===== src/rtl/vtip_pkg.sv =====
// ----------------------------------------------------------------------------
// vtip_pkg
// Shared codes, register map and result bundle for the timer/port block.
// ----------------------------------------------------------------------------
`default_nettype none

package vtip_pkg;

    typedef enum logic [1:0] {
        CMD_READ  = 2'd0,
        CMD_WRITE = 2'd1,
        CMD_TICK  = 2'd2
    } cmd_t;

    // register map
    localparam logic [3:0] ADDR_ORB   = 4'd0;
    localparam logic [3:0] ADDR_ORA   = 4'd1;
    localparam logic [3:0] ADDR_DDRB  = 4'd2;
    localparam logic [3:0] ADDR_DDRA  = 4'd3;
    localparam logic [3:0] ADDR_T1CL  = 4'd4;
    localparam logic [3:0] ADDR_T1CH  = 4'd5;
    localparam logic [3:0] ADDR_T1LL  = 4'd6;
    localparam logic [3:0] ADDR_T1LH  = 4'd7;
    localparam logic [3:0] ADDR_T2CL  = 4'd8;
    localparam logic [3:0] ADDR_T2CH  = 4'd9;
    localparam logic [3:0] ADDR_SR    = 4'd10;
    localparam logic [3:0] ADDR_ACR   = 4'd11;
    localparam logic [3:0] ADDR_PCR   = 4'd12;
    localparam logic [3:0] ADDR_IFR   = 4'd13;
    localparam logic [3:0] ADDR_IER   = 4'd14;
    localparam logic [3:0] ADDR_ORA_NH = 4'd15;

    // DAC mux select on port B bits 2..1
    localparam logic [1:0] DAC_SEL_Y         = 2'd0;
    localparam logic [1:0] DAC_SEL_OFFSET    = 2'd1;
    localparam logic [1:0] DAC_SEL_INTENSITY = 2'd2;

    localparam logic [7:0] FLAG_T1       = 8'h40;
    localparam logic [7:0] FLAG_T2       = 8'h20;
    localparam logic [7:0] FLAG_SRC_MASK = 8'h7F;
    localparam logic [7:0] IER_READ_SET  = 8'h80;
    localparam logic [2:0] PCR_ZERO_CODE = 3'd6;

    typedef struct packed {
        logic [7:0] read_data;
        logic       irq;
        logic [7:0] port_b;
        logic [7:0] port_a;
        logic [7:0] y_drive;
        logic [7:0] offset_drive;
        logic [7:0] intensity;
        logic       zero_beam;
    } result_t;

endpackage

`default_nettype wire


===== src/rtl/vtip_core.sv =====
// ----------------------------------------------------------------------------
// vtip_core
// Register file, timers, flags and DAC latches; one request per step.
// ----------------------------------------------------------------------------
`default_nettype none

module vtip_core
    import vtip_pkg::*;
(
    input  wire logic       clk,
    input  wire logic       rst_n,
    input  wire logic       step,
    input  wire logic [1:0] command,
    input  wire logic [3:0] reg_addr,
    input  wire logic [7:0] write_data,
    output result_t         result
);

    logic [7:0]  out_b_reg,  out_b_next;
    logic [7:0]  out_a_reg,  out_a_next;
    logic [7:0]  dir_b_reg,  dir_b_next;
    logic [7:0]  dir_a_reg,  dir_a_next;
    logic [15:0] t1_count_reg, t1_count_next;
    logic [7:0]  t1_latch_lo_reg, t1_latch_lo_next;
    logic [7:0]  t1_latch_hi_reg, t1_latch_hi_next;
    logic [15:0] t2_count_reg, t2_count_next;
    logic [7:0]  t2_latch_lo_reg, t2_latch_lo_next;
    logic [7:0]  t2_latch_hi_reg, t2_latch_hi_next;
    logic [7:0]  shift_reg, shift_next;
    logic [7:0]  aux_ctrl_reg, aux_ctrl_next;
    logic [7:0]  periph_ctrl_reg, periph_ctrl_next;
    logic [7:0]  flag_reg, flag_next;
    logic [7:0]  enable_reg, enable_next;
    logic        pb7_level_reg, pb7_level_next;
    logic        tick_phase_reg, tick_phase_next;
    logic [7:0]  y_latch_reg, y_latch_next;
    logic [7:0]  offset_latch_reg, offset_latch_next;
    logic [7:0]  intensity_latch_reg, intensity_latch_next;
    logic [7:0]  rd;
    logic        irq_now;
    logic        dac_load;

    always_comb
    begin
        out_b_next           = out_b_reg;
        out_a_next           = out_a_reg;
        dir_b_next           = dir_b_reg;
        dir_a_next           = dir_a_reg;
        t1_count_next        = t1_count_reg;
        t1_latch_lo_next     = t1_latch_lo_reg;
        t1_latch_hi_next     = t1_latch_hi_reg;
        t2_count_next        = t2_count_reg;
        t2_latch_lo_next     = t2_latch_lo_reg;
        t2_latch_hi_next     = t2_latch_hi_reg;
        shift_next           = shift_reg;
        aux_ctrl_next        = aux_ctrl_reg;
        periph_ctrl_next     = periph_ctrl_reg;
        flag_next            = flag_reg;
        enable_next          = enable_reg;
        pb7_level_next       = pb7_level_reg;
        tick_phase_next      = tick_phase_reg;
        y_latch_next         = y_latch_reg;
        offset_latch_next    = offset_latch_reg;
        intensity_latch_next = intensity_latch_reg;
        rd                   = '0;
        dac_load             = 1'b0;

        unique case (command)
            CMD_READ:
            begin
                unique case (reg_addr)
                    ADDR_DDRB: rd = dir_b_reg;
                    ADDR_DDRA: rd = dir_a_reg;
                    ADDR_T1CL:
                    begin
                        rd        = t1_count_reg[7:0];
                        flag_next = flag_next & ~FLAG_T1;
                    end
                    ADDR_T1CH: rd = t1_count_reg[15:8];
                    ADDR_T1LL: rd = t1_latch_lo_reg;
                    ADDR_T1LH: rd = t1_latch_hi_reg;
                    ADDR_T2CL:
                    begin
                        rd        = t2_count_reg[7:0];
                        flag_next = flag_next & ~FLAG_T2;
                    end
                    ADDR_T2CH: rd = t2_count_reg[15:8];
                    ADDR_SR:   rd = shift_reg;
                    ADDR_ACR:  rd = aux_ctrl_reg;
                    ADDR_PCR:  rd = periph_ctrl_reg;
                    ADDR_IFR:  rd = flag_reg;
                    ADDR_IER:  rd = enable_reg | IER_READ_SET;
                    default:   rd = '0;  // no input pins on the ports
                endcase
            end
            CMD_WRITE:
            begin
                unique case (reg_addr)
                    ADDR_ORB:
                    begin
                        out_b_next = write_data;
                        dac_load   = 1'b1;
                    end
                    ADDR_ORA, ADDR_ORA_NH:
                    begin
                        out_a_next = write_data;
                        dac_load   = 1'b1;
                    end
                    ADDR_DDRB: dir_b_next = write_data;
                    ADDR_DDRA: dir_a_next = write_data;
                    ADDR_T1CL, ADDR_T1LL: t1_latch_lo_next = write_data;
                    ADDR_T1LH: t1_latch_hi_next = write_data;
                    ADDR_T1CH:
                    begin
                        t1_latch_hi_next = write_data;
                        t1_count_next    = {write_data, t1_latch_lo_reg};
                        flag_next        = flag_next & ~FLAG_T1;
                        if (aux_ctrl_reg[7])
                        begin
                            pb7_level_next = 1'b0;
                        end
                    end
                    ADDR_T2CL: t2_latch_lo_next = write_data;
                    ADDR_T2CH:
                    begin
                        t2_latch_hi_next = write_data;
                        t2_count_next    = {write_data, t2_latch_lo_reg};
                        flag_next        = flag_next & ~FLAG_T2;
                    end
                    ADDR_SR:  shift_next = write_data;
                    ADDR_ACR: aux_ctrl_next = write_data;
                    ADDR_PCR: periph_ctrl_next = write_data;
                    ADDR_IFR: flag_next = flag_next & ~(write_data & FLAG_SRC_MASK);
                    ADDR_IER:
                    begin
                        if (write_data[7])
                        begin
                            enable_next = enable_reg | (write_data & FLAG_SRC_MASK);
                        end
                        else
                        begin
                            enable_next = enable_reg & ~(write_data & FLAG_SRC_MASK);
                        end
                    end
                    default: ;
                endcase

                // route port A through the DAC while port B bit 0 is low
                if (dac_load && !out_b_next[0])
                begin
                    unique case (out_b_next[2:1])
                        DAC_SEL_Y:         y_latch_next = out_a_next;
                        DAC_SEL_OFFSET:    offset_latch_next = out_a_next;
                        DAC_SEL_INTENSITY: intensity_latch_next = out_a_next;
                        default: ;
                    endcase
                end
            end
            CMD_TICK:
            begin
                tick_phase_next = ~tick_phase_reg;
                // timers advance on every other tick; T2 only while ACR bit 5 is clear
                if (tick_phase_next)
                begin
                    t1_count_next = t1_count_reg - 16'd1;
                    if (t1_count_next == 16'd0)
                    begin
                        if (aux_ctrl_reg[7])
                        begin
                            pb7_level_next = ~pb7_level_reg;
                        end
                        if (aux_ctrl_reg[6])
                        begin
                            t1_count_next = {t1_latch_hi_reg, t1_latch_lo_reg};
                        end
                        flag_next = flag_next | FLAG_T1;
                    end
                    if (aux_ctrl_reg[7])
                    begin
                        out_b_next[7] = pb7_level_next;
                    end
                    if (!aux_ctrl_reg[5])
                    begin
                        t2_count_next = t2_count_reg - 16'd1;
                        if (t2_count_next == 16'd0)
                        begin
                            flag_next = flag_next | FLAG_T2;
                        end
                    end
                end
            end
            default: ;
        endcase

        irq_now      = |(enable_next & flag_next & FLAG_SRC_MASK);
        flag_next[7] = irq_now;
    end

    always_ff @(posedge clk or negedge rst_n)
    begin
        if (!rst_n)
        begin
            out_b_reg           <= '0;
            out_a_reg           <= '0;
            dir_b_reg           <= '0;
            dir_a_reg           <= '0;
            t1_count_reg        <= '0;
            t1_latch_lo_reg     <= '0;
            t1_latch_hi_reg     <= '0;
            t2_count_reg        <= '0;
            t2_latch_lo_reg     <= '0;
            t2_latch_hi_reg     <= '0;
            shift_reg           <= '0;
            aux_ctrl_reg        <= '0;
            periph_ctrl_reg     <= '0;
            flag_reg            <= '0;
            enable_reg          <= '0;
            pb7_level_reg       <= 1'b0;
            tick_phase_reg      <= 1'b0;
            y_latch_reg         <= '0;
            offset_latch_reg    <= '0;
            intensity_latch_reg <= '0;
        end
        else if (step)
        begin
            out_b_reg           <= out_b_next;
            out_a_reg           <= out_a_next;
            dir_b_reg           <= dir_b_next;
            dir_a_reg           <= dir_a_next;
            t1_count_reg        <= t1_count_next;
            t1_latch_lo_reg     <= t1_latch_lo_next;
            t1_latch_hi_reg     <= t1_latch_hi_next;
            t2_count_reg        <= t2_count_next;
            t2_latch_lo_reg     <= t2_latch_lo_next;
            t2_latch_hi_reg     <= t2_latch_hi_next;
            shift_reg           <= shift_next;
            aux_ctrl_reg        <= aux_ctrl_next;
            periph_ctrl_reg     <= periph_ctrl_next;
            flag_reg            <= flag_next;
            enable_reg          <= enable_next;
            pb7_level_reg       <= pb7_level_next;
            tick_phase_reg      <= tick_phase_next;
            y_latch_reg         <= y_latch_next;
            offset_latch_reg    <= offset_latch_next;
            intensity_latch_reg <= intensity_latch_next;
        end
    end

    always_comb
    begin
        result.read_data    = rd;
        result.irq          = irq_now;
        result.port_b       = out_b_next;
        result.port_a       = out_a_next;
        result.y_drive      = y_latch_next;
        result.offset_drive = offset_latch_next;
        result.intensity    = intensity_latch_next;
        result.zero_beam    = (periph_ctrl_next[3:1] == PCR_ZERO_CODE);
    end

endmodule

`default_nettype wire


===== src/rtl/via_timer_interrupt_port_block.sv =====
// ----------------------------------------------------------------------------
// via_timer_interrupt_port_block
// 6522-style port/timer/interrupt adapter with a multiplexed DAC latch set.
// ----------------------------------------------------------------------------
// Request channel (req_valid / req_stall): command, reg_addr, write_data.
// Each request is a bus read, a bus write or a clock tick. Every request
// gives exactly one response on the response channel (rsp_valid / rsp_stall)
// carrying the read byte, the interrupt line, both port outputs, the three
// DAC latches and the zero-beam control.
// A request is first held in the request register; when it advances, the
// core state and the response register are updated together from it.
// Throughput: one request per cycle while the response is not stalled. The
// whole update is one pass of logic from the request register to the
// response register and the state. A stalled response holds; the request
// register keeps one request behind it, and req_stall rises only while
// both are full and rsp_stall is high. Reset clears every core register,
// both counters, the flags and the latches, and empties both stages; the
// request and response payload registers are not reset.
// ----------------------------------------------------------------------------
`default_nettype none

module via_timer_interrupt_port_block
    import vtip_pkg::*;
(
    input  wire logic       clk,
    input  wire logic       rst_n,
    input  wire logic       req_valid,
    output logic            req_stall,
    input  wire logic [1:0] command,
    input  wire logic [3:0] reg_addr,
    input  wire logic [7:0] write_data,
    output logic            rsp_valid,
    input  wire logic       rsp_stall,
    output logic [7:0]      read_data,
    output logic            irq,
    output logic [7:0]      port_b,
    output logic [7:0]      port_a,
    output logic [7:0]      y_drive,
    output logic [7:0]      offset_drive,
    output logic [7:0]      intensity,
    output logic            zero_beam
);

    logic       req_valid_reg, req_valid_next;
    logic [1:0] command_reg;
    logic [3:0] reg_addr_reg;
    logic [7:0] write_data_reg;
    logic       rsp_valid_reg, rsp_valid_next;
    result_t    rsp_reg;
    result_t    result;
    logic       accept;
    logic       advance;

    assign advance   = req_valid_reg && (!rsp_valid_reg || !rsp_stall);
    assign req_stall = req_valid_reg && !advance;
    assign accept    = req_valid && !req_stall;

    always_comb
    begin
        req_valid_next = req_valid_reg;
        if (accept)
        begin
            req_valid_next = 1'b1;
        end
        else if (advance)
        begin
            req_valid_next = 1'b0;
        end

        rsp_valid_next = rsp_valid_reg;
        if (advance)
        begin
            rsp_valid_next = 1'b1;
        end
        else if (!rsp_stall)
        begin
            rsp_valid_next = 1'b0;
        end
    end

    always_ff @(posedge clk or negedge rst_n)
    begin
        if (!rst_n)
        begin
            req_valid_reg <= 1'b0;
            rsp_valid_reg <= 1'b0;
        end
        else
        begin
            req_valid_reg <= req_valid_next;
            rsp_valid_reg <= rsp_valid_next;
        end
    end

    always_ff @(posedge clk)
    begin
        if (accept)
        begin
            command_reg    <= command;
            reg_addr_reg   <= reg_addr;
            write_data_reg <= write_data;
        end
        if (advance)
        begin
            rsp_reg <= result;
        end
    end

    vtip_core u_core (
        .clk        (clk),
        .rst_n      (rst_n),
        .step       (advance),
        .command    (command_reg),
        .reg_addr   (reg_addr_reg),
        .write_data (write_data_reg),
        .result     (result)
    );

    assign rsp_valid    = rsp_valid_reg;
    assign read_data    = rsp_reg.read_data;
    assign irq          = rsp_reg.irq;
    assign port_b       = rsp_reg.port_b;
    assign port_a       = rsp_reg.port_a;
    assign y_drive      = rsp_reg.y_drive;
    assign offset_drive = rsp_reg.offset_drive;
    assign intensity    = rsp_reg.intensity;
    assign zero_beam    = rsp_reg.zero_beam;

endmodule

`default_nettype wire


===== config.mk =====
export PLATFORM = sky130hd
export DESIGN_NAME = via_timer_interrupt_port_block
export DESIGN_NICKNAME = d
export VERILOG_FILES = /design/src/rtl/vtip_pkg.sv /design/src/rtl/vtip_core.sv /design/src/rtl/via_timer_interrupt_port_block.sv
export SDC_FILE = /design/constraint.sdc
export NUM_CORES = 1
export LEC_CHECK = 0
export BUFFER_PORTS_ARGS = -buffer_cell sky130_fd_sc_hd__clkbuf_2
export CAP_MARGIN = 30
export CELL_PAD_IN_SITES_DETAIL_PLACEMENT = 1
export CELL_PAD_IN_SITES_GLOBAL_PLACEMENT = 1
export CORE_ASPECT_RATIO = 1.5
export CORE_MARGIN = 2
export CORE_UTILIZATION = 35
export DETAILED_ROUTE_END_ITERATION = 8
export PLACE_DENSITY = 0.59
export SETUP_SLACK_MARGIN = 0.2
export SLEW_MARGIN = 20
export SYNTH_ARGS = -nofsm -noshare
export SYNTH_HDL_FRONTEND = slang
export SYNTH_HIERARCHICAL = 1
export SYNTH_SLANG_ARGS = --single-unit

===== constraint.sdc =====
create_clock -name clk -period 10.1 [get_ports clk]
set_input_delay 1.01 -clock clk [delete_from_list [all_inputs] [get_ports clk]]
set_output_delay 1.01 -clock clk [all_outputs]
set_load 0.05 [all_outputs]

==> impl_metrics.json, run 1 <==
{
  "yosysSeqAreaShare": 0.529,
  "netlist_area_um2": 11000,
  "cpPeakStageDelay_ps": 760,
  "critical_path.cell_chain": "inv_1 > ha_1 > or4b_2 > xnor2_1 > nor3_1 > o221ai_2 > o31ai_4 > o21ai_0 > a211o_1",
  "die_w_um": 148,
  "final_common_cell": "dfrtp_1",
  "clock_sinks": 219,
  "rows": 79,
  "cts.clk_slew.worst_paths_ps": 70,
  "place_ws_ps": 5940,
  "crit_buf_inv": 1,
  "cts_tree": "yes",
  "start_kind": "register",
  "syn_nets": 1114,
  "crit_slowest_cell": "or4b_2",
  "clk_path_buf_depth": 3,
  "cts_buffers": 23,
  "r2r_start": "u_core/t1_count_reg[0]$_DFFE_PN0P_",
  "vias": 8833,
  "p_leak_nw": 5.12,
  "vdd_drop_max_uv": 87.8,
  "synth.top_cell.area_share": 0.354,
  "p_per_area_nw_per_um2": 228,
  "antenna_left": 0,
  "crit_family": "compound AO/OA/AOI/OAI gates",
  "grt_max_degree": 69,
  "timing.final.crit_share": 0.383,
  "die_area_um2": 32800,
  "period_needed_ps": 3870,
  "syn_to_final_growth_pct": 14.0,
  "setup_tns_ps": 0,
  "post-dp-hpwl_um": 26400,
  "portBuffers": 69,
  "initial_core_util": 0.354,
  "synth_cell_types": 75,
  "skew_ps": 20.8,
  "synth-main-ff-cell": "dfrtp_1",
  "grt_overflow": 0,
  "viasPerCell": 5.71,
  "htree_num_levels": 1,
  "relSlewSlack": 0.332,
  "root_buffer": "clkbuf_16",
  "fmax_mhz": 259,
  "post_cts_resized": 0,
  "avgSynthCellArea_um2": 10.1,
  "mostFrequentLayoutCells": "dfrtp_1 (155), nand2_1 (137), o21ai_0 (136)",
  "setup_viol": 0,
  "cp.arrival_ps": 4280,
  "syn_inst": 1088,
  "drive_gt1_frac": 0.183,
  "design_area_um2": 12500,
  "drt_iter0_drc": 416,
  "ys_async_sr_fraction": 0.708,
  "antenna_found_initial": 0,
  "reg2reg_slack_ps": 6230,
  "drv_cap": 0,
  "required_ps": 10510,
  "worst_pin_slew_ps": 1000,
  "avgRoutedWirePerCell_um": 24.4,
  "startpoint": "u_core/t1_count_reg[0]$_DFFE_PN0P_",
  "post_cts_buffers": 0,
  "holdWs_ps": 433,
  "r2r-end": "u_core/t1_count_reg[7]$_DFFE_PN0P_",
  "clock_latency_ps": 530,
  "routed_wl_um": 37700,
  "rsz0062_at_grt": "false",
  "reg2reg_depth": 9,
  "drt_pass1_iterations": 5,
  "yosys_warnings": 6,
  "crit_end": "u_core/t1_count_reg[7]$_DFFE_PN0P_",
  "synth_area_leaders": "dfrtp_1 (35%), edfxtp_1 (18%), mux2_2 (7.3%)",
  "outcome": "finished clean",
  "synth-edff-count": 64,
  "hold_viol": 0,
  "grt_usage": 0.232,
  "die_h_um": 221,
  "ys_ff_latch": 219,
  "final_cells": 1546,
  "io-pin-count": 70,
  "drc_errors": 0,
  "dpl_cell_area_um2": 11700,
  "worst-path-stages": 9,
  "synth_area_leader_cell": "dfrtp_1",
  "grt_pass1_vias": 9082,
  "critPathMaxFanout": 17,
  "dpl.cell_count": 1504,
  "cts_hold_buf": 0,
  "routabilityCongestion": 0.904,
  "path_class": "register to register",
  "placeableCoreArea_um2": 30900,
  "layout_setup_ws_ps": 6230,
  "layout.nets": 1151,
  "critPathCaptureType": "register",
  "min_path_type": "input pin to asynchronous set/reset pin",
  "grt_pass1_wl_um": 57100,
  "diodes": 0,
  "slew_violations": 0
}
-- power breakdown --
| group | switching (mW) | internal, mW | total, mW |
|---|---|---|---|
| Clock | 0.361 | 0.543 | 0.904 |
| Sequential | 0.232 | 1.09 | 1.32 |
| Combinational | 0.410 | 0.223 | 0.632 |
| Total | 1.00 | 1.85 | 2.85 |
-- layout make-up --
class / instances / area (µm²)
Fill cell: 3467 / 18400
Inverter: 24 / 90.1
Multi-Input combinational cell: 767 / 4780
Sequential cell: 219 / 5800
Timing Repair Buffer: 90 / 532
Clock buffer: 31 / 637
Tap cell: 405 / 507
Clock inverter: 10 / 149
-- per-stage QoR --
stage	power, mW	utilization
2_1_floorplan	1.71	-
3_3_place_gp	1.94	0.377
3_5_place_dp	1.96	0.378
4_1_cts	2.88	0.403
5_1_grt	2.99	0.404
6_report	2.85	0.404
-- worst min path at each step --
stage / slack [ps] / start / cells after the start / end
2_1_floorplan: 440 / u_core/t2_latch_lo_reg[2]$_DFFE_PN0P_ / 2 / u_core/t2_latch_lo_reg[2]$_DFFE_PN0P_
3_3_place_gp: 460 / u_core/y_latch_reg[1]$_DFFE_PN0P_ / 2 / u_core/y_latch_reg[1]$_DFFE_PN0P_
3_5_place_dp: 470 / u_core/y_latch_reg[2]$_DFFE_PN0P_ / 2 / u_core/y_latch_reg[2]$_DFFE_PN0P_
4_1_cts: 440 / rst_n / 1 / u_core/intensity_latch_reg[3]$_DFFE_PN0P_
5_1_grt: 450 / rst_n / 1 / u_core/intensity_latch_reg[3]$_DFFE_PN0P_
6_report: 430 / rst_n / 1 / u_core/intensity_latch_reg[3]$_DFFE_PN0P_
-- metal layers --
| layer | up-vias | wire length [µm] | share of wire | track usage |
|---|---|---|---|---|
| li1 | 4053 | - | - | - |
| met4 | 0 | 1890 | 0.050 | 0.115 |
| met3 | 76 | 1280 | 0.034 | 0.0235 |
| met2 | 214 | 19400 | 0.51 | 0.420 |
| met1 | 4490 | 15200 | 0.40 | 0.274 |
| met5 | - | 0 | 0 | 0 |
-- synthesized netlist by cell type (21+ instances only) --
master	instances
a21oi_1	59
nor2_1	69
dfrtp_1	155
inv_1	22
clkbuf_1	66
edfxtp_1	64
nand3_1	38
mux2_2	71
o21ai_0	136
mux2i_1	21
nand2_1	137
nor3_1	22
-- cell families after synthesis --
group / share of synthesized area
AOI/OAI and AO/OA: 0.171
muxes: 0.0921
and+or+nand+nor: 0.154
buffers and inverters: 0.0363
adders and majority gates: 0.00913
DFF: 0.529
xor gates and xnor gates: 0.00879
(Power assumes the default switching activity.)
==> run 2, diff against run 1 <==
Settings changed: ABC_AREA set to 1, PLACE_DENSITY 0.59 to 0.63.
Clock period 10.1 ns to 3.3 ns, I/O delays scaled along.
==> run 2 against run 1 <==
Maximum frequency increased by 46%. Clock skew decreased by 12 ps. Global-route usage decreased by 0.51 points. Count of clock-buffer cells in the layout shrank 5. Clock power grew to 2.9 times the previous value. Cell area down 0.86%. Utilization up 0.69 points. Critical path type unchanged. Highest routed layer unchanged.
==> impl_metrics.json, run 2 <==
{
  "slew_violations": 0,
  "antenna_found_initial": 0,
  "outcome": "finished clean",
  "cts_buffers": 22,
  "portBuffers": 69,
  "grt_usage": 0.227,
  "ys_async_sr_fraction": 0.708,
  "dpl_cell_area_um2": 11500,
  "avgSynthCellArea_um2": 8.59,
  "synth_area_leader_cell": "dfrtp_1",
  "cts_tree": "yes",
  "synth-edff-count": 64,
  "grt_pass1_vias": 9393,
  "vias": 8960,
  "cp.arrival_ps": 2910,
  "min_path_type": "input pin to register",
  "drt_pass1_iterations": 5,
  "routabilityCongestion": 0.904,
  "netlist_area_um2": 10700,
  "layout_setup_ws_ps": 644,
  "fmax_mhz": 377,
  "root_buffer": "clkbuf_16",
  "htree_num_levels": 1,
  "place_ws_ps": 706,
  "rsz0062_at_grt": "false",
  "critPathMaxFanout": 6,
  "drv_cap": 0,
  "cts.clk_slew.worst_paths_ps": 60,
  "ys_ff_latch": 219,
  "holdWs_ps": 34.4,
  "die_w_um": 147,
  "synth_cell_types": 47,
  "syn_to_final_growth_pct": 16.1,
  "drt_iter0_drc": 388,
  "p_per_area_nw_per_um2": 736,
  "synth_area_leaders": "dfrtp_1 (36%), edfxtp_1 (18%), nand2_1 (13%)",
  "required_ps": 3560,
  "post-dp-hpwl_um": 26200,
  "die_h_um": 218,
  "die_area_um2": 31900,
  "cpPeakStageDelay_ps": 370,
  "setup_viol": 0,
  "path_class": "register to register",
  "critical_path.most_common_cell": "nand2_1",
  "clk_path_buf_depth": 3,
  "drc_errors": 0,
  "placeableCoreArea_um2": 30200,
  "clock_sinks": 219,
  "avgRoutedWirePerCell_um": 20.6,
  "fillerInstances": 3545,
  "skew_ps": 9.12,
  "worst_pin_slew_ps": 867,
  "routed_wl_um": 35800,
  "synth.top_cell.area_share": 0.364,
  "clock_latency_ps": 520,
  "io-pin-count": 70,
  "period_needed_ps": 2660,
  "grt_pass1_wl_um": 55600,
  "syn_nets": 1268,
  "synth-main-ff-cell": "dfrtp_1",
  "yosys_warnings": 6,
  "yosysMostFrequentCell": "nand2_1",
  "post_cts_buffers": 0,
  "critPathCaptureType": "register",
  "synthTopCellsByCount": "nand2_1 (375), dfrtp_1 (155), o21ai_0 (154)",
  "syn_inst": 1242,
  "critical_path.cell_chain": "bufinv_8 > ha_1 > xnor2_1 > nand2_1 > nor2_1 > nand2_1 > nor2_1 > nand2_1 > nor2_4 > nand2_1 > nand2_1 > o21ai_1 > o21ai_1 > a21oi_1",
  "hold_viol": 0,
  "multi_input_area_um2": 4230,
  "diodes": 0,
  "grt_max_degree": 84,
  "seqCellArea_um2": 5800,
  "layout.nets": 1349,
  "timing.final.crit_share": 0.805,
  "rows": 78,
  "final_common_cell": "nand2_1",
  "setup_tns_ps": 0,
  "yosysSeqAreaShare": 0.544,
  "vdd_drop_max_uv": 377,
  "initial_core_util": 0.354,
  "relSlewSlack": 0.416,
  "dpl.cell_count": 1685,
  "start_kind": "register",
  "crit_slowest_cell": "dfrtp_1",
  "design_area_um2": 12400,
  "drive_gt1_frac": 0.134,
  "p_leak_nw": 5.56,
  "mostFrequentLayoutCells": "nand2_1 (375), dfrtp_1 (155), o21ai_0 (154)",
  "antenna_left": 0,
  "grt_overflow": 0,
  "final_cells": 1739,
  "viasPerCell": 5.15
}
==> run 2: worst paths after layout <==
path / end / slack [ps] / from / cells after the start
min reg2reg: u_core/offset_latch_reg[7]$_DFFE_PN0P_ / 480 / u_core/offset_latch_reg[7]$_DFFE_PN0P_ / 2
max in group asynchronous: u_core/aux_ctrl_reg[2]$_DFFE_PN0P_ / 2060 / rst_n / 3
max reg2reg: port_b[7]$_DFFE_PP_ / 640 / u_core/t1_count_reg[0]$_DFFE_PN0P_ / 14
max: port_b[7]$_DFFE_PP_ / 640 / u_core/t1_count_reg[0]$_DFFE_PN0P_ / 14
min in group asynchronous: req_valid_reg$_DFFE_PN0P_ / 350 / rst_n / 2
min: reg_addr_reg[0]$_DFFE_PP_ / 30 / reg_addr[0] / 1
==> run 2: cells by family (layout without fill, tap and decap cells) <==
kind of cell    Yosys count  count (layout)  share of synthesized area
compound gates          290             290                      0.162
xor+xnor                 15              15                     0.0123
fa+ha+maj                 8               8                    0.00939
buf+inv                 160             257                     0.0602
flops                   219             219                      0.544
simple gates            550             550                      0.212
==> run 2: stage by stage <==
step / total power, mW / utilization
after detailed placement: 6.58 / 0.382
after CTS: 9.22 / 0.411
after floorplan: 5.64 / -
after global routing: 9.63 / 0.411
final: 9.11 / 0.411
after global placement: 6.52 / 0.382
==> run 2: metal layers <==
layer | vias to the layer above | track usage | wire length [µm]
met1 | 4449 | 0.261 | 14100
met5 | - | 0 | 0
met4 | 0 | 0.0725 | 1040
met3 | 47 | 0.0243 | 1260
met2 | 179 | 0.438 | 19400
li1 | 4285 | - | -
==> run 2: area by class of cell <==
type,instances,share of cell area
clock inverter,14,0.00940
timing repair buffer,105,0.0551
inverter,112,0.0351
multi-input combinational,863,0.342
sequential,219,0.468
clock buffer,26,0.0498
tap,400,0.0404
==> run 2: critical path: cells and delay by family, from the launching register on <==
family          cells  cell delay [ps]
buf+inv             1              200
xor+xnor            1              250
simple gates        8              770
fa+ha+maj           1              280
flops               1              370
compound gates      3              500
==> run 2: timing repair <==
action | CTS | global route
endpoints found under the hold margin | 65 | 0
hold buffers | 14 | 0
resized for setup | 0 | 0
==> run 2: where the power goes <==
part / internal [mW] / switching, mW
Combinational: 0.778 / 1.80
Clock: 1.49 / 1.10
Sequential: 3.40 / 0.550
